===== config.mk =====
export PLATFORM = sky130hd
export DESIGN_NAME = periodic_task_dispatcher_core
export DESIGN_NICKNAME = d
export VERILOG_FILES = /design/src/design/ptd_pkg.sv /design/src/design/ptd_cell.sv /design/src/design/ptd_mod.sv /design/src/design/periodic_task_dispatcher_core.sv
export SDC_FILE = /design/constraint.sdc
export NUM_CORES = 1
export LEC_CHECK = 0
export ABC_AREA = 1
export BUFFER_PORTS_ARGS = -buffer_cell sky130_fd_sc_hd__buf_4
export CAP_MARGIN = 40
export CORE_MARGIN = 8
export CORE_UTILIZATION = 40
export CTS_CLUSTER_SIZE = 8
export DETAILED_ROUTE_END_ITERATION = 7
export PLACE_DENSITY_LB_ADDON = 0.3
export RECOVER_POWER = 25
export SYNTH_ARGS = -nofsm -noshare
export SYNTH_HDL_FRONTEND = slang
export SYNTH_SLANG_ARGS = --single-unit

===== constraint.sdc =====
create_clock -name clk -period 4.4 [get_ports clk]
set_input_delay 0.88 -clock clk [delete_from_list [all_inputs] [get_ports clk]]
set_output_delay 0.88 -clock clk [all_outputs]
set_load 0.005 [all_outputs]

===== src/design/ptd_pkg.sv =====
// ----------------------------------------------------------------------------
// ptd_pkg
// Shared types and constants of the periodic task dispatcher.
// ----------------------------------------------------------------------------
package ptd_pkg;

  localparam int TASK_SLOTS_DEF = 8;
  localparam int MAX_RESULTS = 8;
  localparam int PERIOD_W = 16;

  localparam logic [2:0] OP_TICK    = 3'd0;
  localparam logic [2:0] OP_CREATE  = 3'd1;
  localparam logic [2:0] OP_SUSPEND = 3'd2;
  localparam logic [2:0] OP_RESUME  = 3'd3;
  localparam logic [2:0] OP_DELETE  = 3'd4;

  typedef struct packed {
    logic [PERIOD_W-1:0] period;
    logic                present;
    logic                resumed;
  } slot_rec_t;

  typedef enum logic [2:0] {
    S_IDLE,
    S_EVAL,
    S_WAIT,
    S_NEXT,
    S_FLUSH
  } state_t;

endpackage


===== src/design/ptd_cell.sv =====
// ----------------------------------------------------------------------------
// ptd_cell
// One task slot record in the ring; takes its neighbor's record on a shift.
// ----------------------------------------------------------------------------
module ptd_cell (
  input  logic              clk,
  input  logic              rst,
  input  logic              shift,
  input  ptd_pkg::slot_rec_t nb,
  input  logic              we,
  input  ptd_pkg::slot_rec_t wd,
  output ptd_pkg::slot_rec_t q
);

  always_ff @(posedge clk) begin
    if (rst) begin
      q <= '0;
    end else if (we) begin
      q <= wd;
    end else if (shift) begin
      q <= nb;
    end
  end

endmodule


===== src/design/ptd_mod.sv =====
// ----------------------------------------------------------------------------
// ptd_mod
// Restoring bit-serial remainder unit, one dividend bit per cycle.
// ----------------------------------------------------------------------------
module ptd_mod (
  input  logic                         clk,
  input  logic                         rst,
  input  logic                         start,
  input  logic [ptd_pkg::PERIOD_W-1:0] dividend,
  input  logic [ptd_pkg::PERIOD_W-1:0] divisor,
  output logic                         busy,
  output logic                         rem_zero
);

  localparam int W = ptd_pkg::PERIOD_W;

  logic [W:0]             rem;
  logic [W-1:0]           sh;
  logic [$clog2(W+1)-1:0] cnt;
  logic [W:0]             trial;

  assign trial = {rem[W-1:0], sh[W-1]};
  assign busy = (cnt != '0);
  assign rem_zero = (rem == '0);

  always_ff @(posedge clk) begin
    if (rst) begin
      cnt <= '0;
    end else if (start) begin
      cnt <= ($clog2(W+1))'(W);
    end else if (busy) begin
      cnt <= cnt - 1'b1;
    end
  end

  always_ff @(posedge clk) begin
    if (start) begin
      rem <= '0;
      sh  <= dividend;
    end else if (busy) begin
      sh <= {sh[W-2:0], 1'b0};
      if (trial >= {1'b0, divisor}) begin
        rem <= trial - {1'b0, divisor};
      end else begin
        rem <= trial;
      end
    end
  end

endmodule


===== src/design/periodic_task_dispatcher_core.sv =====
// ----------------------------------------------------------------------------
// periodic_task_dispatcher_core
// Task slot ring with a shared remainder unit that dispatches due slots.
// ----------------------------------------------------------------------------
// A table operation acts as it is accepted; its result shows the cycle after.
// A tick walks the slot ring one slot per step: an idle slot passes EVAL and NEXT,
// a live one also waits in WAIT on the serial remainder unit, and a stalled
// output can hold NEXT and FLUSH.
// One transaction is in work at a time. Reset clears the counter and all slots.
module periodic_task_dispatcher_core #(
  parameter int TASK_SLOTS = ptd_pkg::TASK_SLOTS_DEF
) (
  input  logic       clk,
  input  logic       rst,
  input  logic       in_valid,
  output logic       in_ready,
  input  logic [2:0] opcode,
  input  logic [7:0] task_slot,
  input  logic [15:0] period,
  input  logic       has_routine,
  output logic       out_valid,
  input  logic       out_ready,
  output logic [2:0] run_slot,
  output logic       dispatch_valid,
  output logic       slot_error,
  output logic       last
);

  localparam int SW = (TASK_SLOTS > 1) ? $clog2(TASK_SLOTS) : 1;
  localparam int NW = $clog2(ptd_pkg::MAX_RESULTS + 1);

  ptd_pkg::state_t    state, state_next;
  ptd_pkg::slot_rec_t cell_q [TASK_SLOTS];
  ptd_pkg::slot_rec_t wd;
  logic [TASK_SLOTS-1:0] we;
  logic               shift;

  logic [15:0]   tick_count;
  logic [SW-1:0] step, step_next;
  logic [NW-1:0] nres, nres_next;
  logic          due, due_next;
  logic          pend_valid, pend_valid_next;
  logic [2:0]    pend_slot, pend_slot_next;

  logic       div_start, div_busy, div_zero;
  logic       out_free, accept, in_range;
  logic       emit, emit_dv, emit_err, emit_last;
  logic [2:0] emit_slot;
  ptd_pkg::slot_rec_t sel;

  assign out_free = !out_valid || out_ready;
  assign in_ready = (state == ptd_pkg::S_IDLE) && out_free;
  assign accept = in_valid && in_ready;
  assign in_range = ({1'b0, task_slot} < 9'(TASK_SLOTS));
  assign sel = cell_q[task_slot[SW-1:0]];

  for (genvar i = 0; i < TASK_SLOTS; i++) begin : g_cell
    ptd_cell u_cell (
      .clk  (clk),
      .rst  (rst),
      .shift(shift),
      .nb   (cell_q[(i + 1) % TASK_SLOTS]),
      .we   (we[i]),
      .wd   (wd),
      .q    (cell_q[i])
    );
  end

  ptd_mod u_mod (
    .clk     (clk),
    .rst     (rst),
    .start   (div_start),
    .dividend(tick_count),
    .divisor (cell_q[0].period),
    .busy    (div_busy),
    .rem_zero(div_zero)
  );

  always_ff @(posedge clk) begin
    if (rst) begin
      state      <= ptd_pkg::S_IDLE;
      tick_count <= '0;
      step       <= '0;
      nres       <= '0;
      due        <= 1'b0;
      pend_valid <= 1'b0;
      pend_slot  <= '0;
    end else begin
      state      <= state_next;
      step       <= step_next;
      nres       <= nres_next;
      due        <= due_next;
      pend_valid <= pend_valid_next;
      pend_slot  <= pend_slot_next;
      if (accept && opcode == ptd_pkg::OP_TICK) begin
        tick_count <= tick_count + 1'b1;
      end
    end
  end

  always_comb begin
    state_next      = state;
    step_next       = step;
    nres_next       = nres;
    due_next        = due;
    pend_valid_next = pend_valid;
    pend_slot_next  = pend_slot;
    div_start       = 1'b0;
    shift           = 1'b0;
    we              = '0;
    wd              = sel;
    emit            = 1'b0;
    emit_slot       = '0;
    emit_dv         = 1'b0;
    emit_err        = 1'b0;
    emit_last       = 1'b1;
    unique case (state)
      ptd_pkg::S_IDLE: begin
        if (accept) begin
          if (opcode == ptd_pkg::OP_TICK) begin
            step_next       = '0;
            nres_next       = '0;
            pend_valid_next = 1'b0;
            state_next      = ptd_pkg::S_EVAL;
          end else begin
            emit = 1'b1;
            priority if (opcode == ptd_pkg::OP_CREATE) begin
              wd.period  = period;
              wd.present = 1'b1;
              wd.resumed = 1'b1;
              emit_err   = !(in_range && has_routine);
            end else if (opcode == ptd_pkg::OP_SUSPEND) begin
              wd.resumed = 1'b0;
              emit_err   = !in_range;
            end else if (opcode == ptd_pkg::OP_RESUME) begin
              wd.resumed = 1'b1;
              emit_err   = !in_range;
            end else if (opcode == ptd_pkg::OP_DELETE) begin
              wd.present = 1'b0;
              emit_err   = !in_range;
            end else begin
              emit_err = 1'b1;
            end
            if (!emit_err) begin
              we[task_slot[SW-1:0]] = 1'b1;
            end
          end
        end
      end
      ptd_pkg::S_EVAL: begin
        if (cell_q[0].present && cell_q[0].resumed && cell_q[0].period != '0 &&
            nres < NW'(ptd_pkg::MAX_RESULTS)) begin
          div_start  = 1'b1;
          state_next = ptd_pkg::S_WAIT;
        end else begin
          due_next   = 1'b0;
          state_next = ptd_pkg::S_NEXT;
        end
      end
      ptd_pkg::S_WAIT: begin
        if (!div_busy) begin
          due_next   = div_zero;
          state_next = ptd_pkg::S_NEXT;
        end
      end
      ptd_pkg::S_NEXT: begin
        if (!(due && pend_valid && !out_free)) begin
          if (due) begin
            if (pend_valid) begin
              emit      = 1'b1;
              emit_slot = pend_slot;
              emit_dv   = 1'b1;
              emit_last = 1'b0;
            end
            pend_valid_next = 1'b1;
            pend_slot_next  = 3'(step);
            nres_next       = nres + 1'b1;
          end
          shift     = 1'b1;
          step_next = step + 1'b1;
          if (step == SW'(TASK_SLOTS - 1)) begin
            state_next = ptd_pkg::S_FLUSH;
          end else begin
            state_next = ptd_pkg::S_EVAL;
          end
        end
      end
      ptd_pkg::S_FLUSH: begin
        if (out_free) begin
          emit       = 1'b1;
          emit_slot  = pend_valid ? pend_slot : 3'd0;
          emit_dv    = pend_valid;
          state_next = ptd_pkg::S_IDLE;
        end
      end
      default: begin
        state_next = ptd_pkg::S_IDLE;
      end
    endcase
  end

  always_ff @(posedge clk) begin
    if (rst) begin
      out_valid <= 1'b0;
    end else if (emit) begin
      out_valid <= 1'b1;
    end else if (out_ready) begin
      out_valid <= 1'b0;
    end
  end

  always_ff @(posedge clk) begin
    if (emit) begin
      run_slot       <= emit_slot;
      dispatch_valid <= emit_dv;
      slot_error     <= emit_err;
      last           <= emit_last;
    end
  end

endmodule


# After elaboration in Yosys (flattened, before gate mapping)
# Cells that the tools add are included.
word_totals:
  reg_bits: 220
  input_bits: 32
  word_cells: 206
classes:
  addsub: 5
  order_cmp: 6
  n_eq_ne: 16
  mux: 93
  bitwise_logic: 6
  n_reduce_logical: 40
op_table:
  columns: ["cell", "n"]
  rows:
  - ["$mux W18", 21]
  - ["$bmux W18 S3", 1]
  - ["$mux W16", 3]
  - ["$mux W3", 13]
  - ["$mux W1", 34]
  - ["$mux W8", 4]
  - ["$reduce_bool A2 Y1", 12]
  - ["$ge A17 B16 Y1", 1]
  - ["$logic_not A17 Y1", 1]
  - ["$mux W17", 1]
  - ["$sub A17 B16 Y17", 1]
  - ["$add A16 B1 Y16 const B", 1]
  - ["$mux W4", 4]
  - ["$reduce_bool A16 Y1", 1]
  - ["$pmux W3 S5", 1]
  - ["$eq A3 B2 Y1 const B", 4]
  - ["$ne A2 B2 Y1 const B", 6]
  - ["$pmux W3 S2", 2]
  - ["$logic_and A1 B1 Y1", 10]
  - ["$mux W5", 2]
  - ["$reduce_and A5 Y1", 2]
  - ["$eq A3 B3 Y1 const B", 3]
  - ["$lt A8 B4 Y1 const B", 1]
  - ["$pmux W4 S2", 1]
  - ["23 further kinds", 36]

# Depth between registers and ports, before layout
logic_depth:
  ltp_word: 14
  ltp_mapped: 15
  ltp_nobuf: 15

# Hierarchy
# A second synthesis with hierarchy kept.
unflattened:
  hier_cells: 2197
  hier_area_um2: 13915.8
modules_own_cells:
  columns: ["module", "instances", "cells_per_inst", "area_each_um2", "seq_area_each_um2"]
  rows:
  - ["ptd_cell", 8, 136, 909.6, 360.3]
  - ["periodic_task_dispatcher_core", 1, 642, 3649.8, 820.8]
  - ["ptd_mod", 1, 467, 2989.1, 920.9]

# Worst setup path after synthesis
# No wires, ideal clock.
synth_timing:
  kind: "input to register"
  from: "in opcode[1]"
  to: "reg g_cell[7].u_cell.q[0] in the netlist's numbering"
  setup_ns: 0.131
  t_arrival_ns: 2.062
  path_slack_ns: 2.207
  stages: 8
  n_path_buf: 2
  cell_sequence: "o21ai_0 nand3_2 nor2_4 nand2_4 nor2_1 buf_2 buf_2 a21oi_1"
synth_via:
  elab_chain_len: 13
  word_cells_on_any_way: 24
  classes_between: "4 x eq/ne; 18 x mux; 2 x reduce/logical"
synth_rtl:
  columns: ["element", "line", "source"]
  rows:
  - ["start: declaration", "periodic_task_dispatcher_core.sv:17", "input logic [2:0] opcode,"]
  - ["$eq A3 B3 Y1", "periodic_task_dispatcher_core.sv:138", "end else if (opcode == ptd_pkg::OP_DELETE) begin"]
  - ["$mux W1", "periodic_task_dispatcher_core.sv:138", null]
  - ["$mux W1", "periodic_task_dispatcher_core.sv:135", "end else if (opcode == ptd_pkg::OP_RESUME) begin"]
  - ["$mux W1", "periodic_task_dispatcher_core.sv:132", "end else if (opcode == ptd_pkg::OP_SUSPEND) begin"]
  - ["$mux W1", "periodic_task_dispatcher_core.sv:127", "priority if (opcode == ptd_pkg::OP_CREATE) begin"]
  - ["$mux W1", "periodic_task_dispatcher_core.sv:120", "if (opcode == ptd_pkg::OP_TICK) begin"]
  - ["$mux W1", "periodic_task_dispatcher_core.sv:119", "if (accept) begin"]
  - ["$mux W1", "periodic_task_dispatcher_core.sv:117", "unique case (state)"]
  - ["$mux W8", "periodic_task_dispatcher_core.sv:144", "if (!emit_err) begin"]
  - ["$mux W8", "periodic_task_dispatcher_core.sv:120", null]
  - ["$mux W8", "periodic_task_dispatcher_core.sv:119", null]
  - ["$mux W8", "periodic_task_dispatcher_core.sv:117", null]
  - ["$mux W18 / $reduce_bool A2 Y1 (equally long branches)", null, null]
  - ["end signal: assignment", "ptd_cell.sv:19", "q <= wd;"]
  - ["end signal: assignment", "ptd_cell.sv:21", "q <= nb;"]
  - ["end: declaration", "ptd_cell.sv:12", "output ptd_pkg::slot_rec_t q"]
# Parallel ways exist; a longest one is shown, timed or not. The select of a mux whose other input is x is not followed.
# A chain may end at the register's enable or synchronous reset.

==> results.json <==
{
  "post-place-ws_ns": 0.938,
  "end_kind": "register",
  "p_per_area_nw_per_um2": 450,
  "cap_violations": 1,
  "final_cell_mix": "nand2_1 (543), o21ai_0 (240), inv_1 (204)",
  "h-tree-depth": 1,
  "synth-seq-area-share": 0.362,
  "clk_pin_slew_ns": 0.05,
  "clock_latency_ns": 0.56,
  "peakVddDrop_uv": 268,
  "cts_tree": "yes",
  "synth-seq-cells": 220,
  "antenna_left": 0,
  "worstMarginPinSlew_ns": 1.52,
  "wl_um": 39900,
  "syn_avg_cell_area_um2": 6.50,
  "cp_num_buf_inv": 3,
  "fillerInstances": 3215,
  "synth-edff-count": 22,
  "detail_route.vias_per_cell": 5.50,
  "synth_cell_types": 41,
  "arrival_ns": 3.66,
  "multi_input_area_um2": 6910,
  "synth_flop_cell": "dfxtp_1",
  "cts_buffers": 31,
  "final_common_cell": "nand2_1",
  "start_kind": "input pin",
  "cp_slowest_stage_delay_ns": 1.33,
  "cp_max_fo": 36,
  "status": "complete, but fails checks",
  "crit_chain": "buf_4, clkinvlp_2, buf_4, o21ai_0, o21bai_1, a21oi_1",
  "boundaryPins": 40,
  "syn_inst": 1963,
  "slew_headroom": -0.0185,
  "finalHoldViolCount": 0,
  "finalSetupViolCount": 0,
  "skew_ns": 0.0308,
  "post_cts_resized": 0,
  "async_flop_share": 0,
  "hold_path_class": "register to register",
  "cts_setup_buffers": 0,
  "area_growth_pct": 10.7,
  "nets": 2013,
  "post-route-util": 0.449,
  "die_h_um": 195,
  "core_um2": 31500,
  "dp_hpwl_um": 27900,
  "die_area_um2": 37900,
  "diodes": 0,
  "gp_congestion": 0.904,
  "grt_pass1_vias": 12214,
  "cp_common_cell": "buf_4",
  "drcViolationCount": 0,
  "dpl_cell_area_um2": 13300,
  "first_iter_violations": 1190,
  "required_ns": 4.81,
  "fmax_ghz": 0.308,
  "finalNonFillerCells": 2369,
  "grt_pass1_wl_um": 64100,
  "p_leak_nw": 6.08,
  "crit_type": "input pin to register",
  "setup_slack_ns": 1.15,
  "numClockSinks": 220,
  "clockBufferDepth": 3,
  "finalCritPeriodShare": 0.739,
  "drive_gt1_frac": 0.0646,
  "wire_per_inst_um": 16.9,
  "grt.total_usage": 0.203,
  "vias": 13023,
  "cts_root_buf": "clkbuf_16",
  "fin_setup_tns_ns": 0,
  "drv_slew": 36,
  "design_area_um2": 14100,
  "synth_area_um2": 12800,
  "yosys_warnings": 0,
  "violations": "max-capacitance violations, max-slew violations",
  "rows": 65,
  "port_buffers": 39,
  "die_x_um": 195,
  "synthesis.nets": 2018,
  "start_util": 0.405,
  "r2r_setup_slack_ns": 1.64,
  "dp_cells": 2327,
  "grt_max_degree": 89,
  "critPathSlowestCell": "clkinvlp_2",
  "firstDrtPassIters": 5,
  "rsz0062_at_grt": "false",
  "seq_area_um2": 4620,
  "min_period_ns": 3.25,
  "crit_family": "buffers and inverters",
  "hold_buffers": 0,
  "grt_overflow": 0,
  "antenna_found_initial": 0
}
-- logic make-up (layout without fill, tap and decap cells) --
kind of cell	after synthesis	in the layout	share of synthesized area
buffers and inverters	306	310	0.0953
adders and majority gates	23	23	0.0231
xor gates and xnor gates	17	17	0.0117
AOI/OAI and AO/OA	489	489	0.202
DFF	220	220	0.362
and+or+nand+nor	908	908	0.305
-- final cells by class --
cell class | instances | area share
sequential | 220 | 0.327
clock inverter | 1 | 0.000620
tap | 402 | 0.0356
clock buffer | 41 | 0.0590
multi-input combinational | 1437 | 0.489
inverter | 212 | 0.0564
timing repair buffer | 56 | 0.0314
-- cells in the mapped netlist (28+ instances only) --
library cell	n	area share
dfxtp_1	198	0.31
nand2_1	544	0.16
a21oi_1	163	0.064
clkbuf_1	46	0.014
o21ai_0	240	0.094
nor3_1	35	0.014
o21bai_1	31	0.018
inv_1	204	0.060
o21ai_1	28	0.011
nor2_1	128	0.038
nand3_1	126	0.049
buf_2	39	0.015
-- final timing paths --
| kind | from | endpoint | cells after the start |
|---|---|---|---|
| setup reg to reg | g_cell[0].u_cell.q[16] | u_mod.rem[1] | 10 |
| setup / recovery | rst | g_cell[5].u_cell.q[3] | 6 |
| hold reg to reg | pend_slot[2] | pend_slot[2] | 2 |
| hold / removal | pend_slot[2] | pend_slot[2] | 2 |
-- tightest hold or removal path, delay by kind of cell (launching register included) --
| family | cells | cell delay [ns] |
|---|---|---|
| AO/OA/AOI/OAI | 1 | 0.06 |
| buffers and inverters | 1 | 0.06 |
| flip-flops | 1 | 0.29 |
-- stage by stage --
stage	power, mW	hold slack [ns]
final	6.35	0.465
after global routing	6.77	0.473
after CTS	6.39	0.466
after detailed placement	4.21	0.459
after global placement	4.18	0.451
after floorplan	3.79	0.430
-- per-layer routing --
metal	routed length, µm	track usage	share of wire	vias up
li1	-	-	-	6422
met5	0	0	0	-
met4	1190	0.0710	0.030	0
met1	18100	0.273	0.45	6052
met3	2680	0.0271	0.067	84
met2	18000	0.331	0.45	465
-- where the power goes --
| part | switching, mW | total [mW] | internal (mW) |
|---|---|---|---|
| registers | 0.138 | 2.41 | 2.27 |
| logic | 1.13 | 1.77 | 0.640 |
| clock network | 0.884 | 2.17 | 1.29 |
-- flip-flops by register name (all words and copies together) (netlist names) --
register         count
dispatch_valid       1
due                  1
g_cell.u_cell.q    144
last                 1
nres                 4
out_valid            1
pend_slot            3
pend_valid           1
run_slot             3
slot_error           1
state                3
step                 3
tick_count          16
u_mod.cnt            5
u_mod.rem           17
u_mod.sh            16
Note: power is estimated with default switching activity, not from simulation.
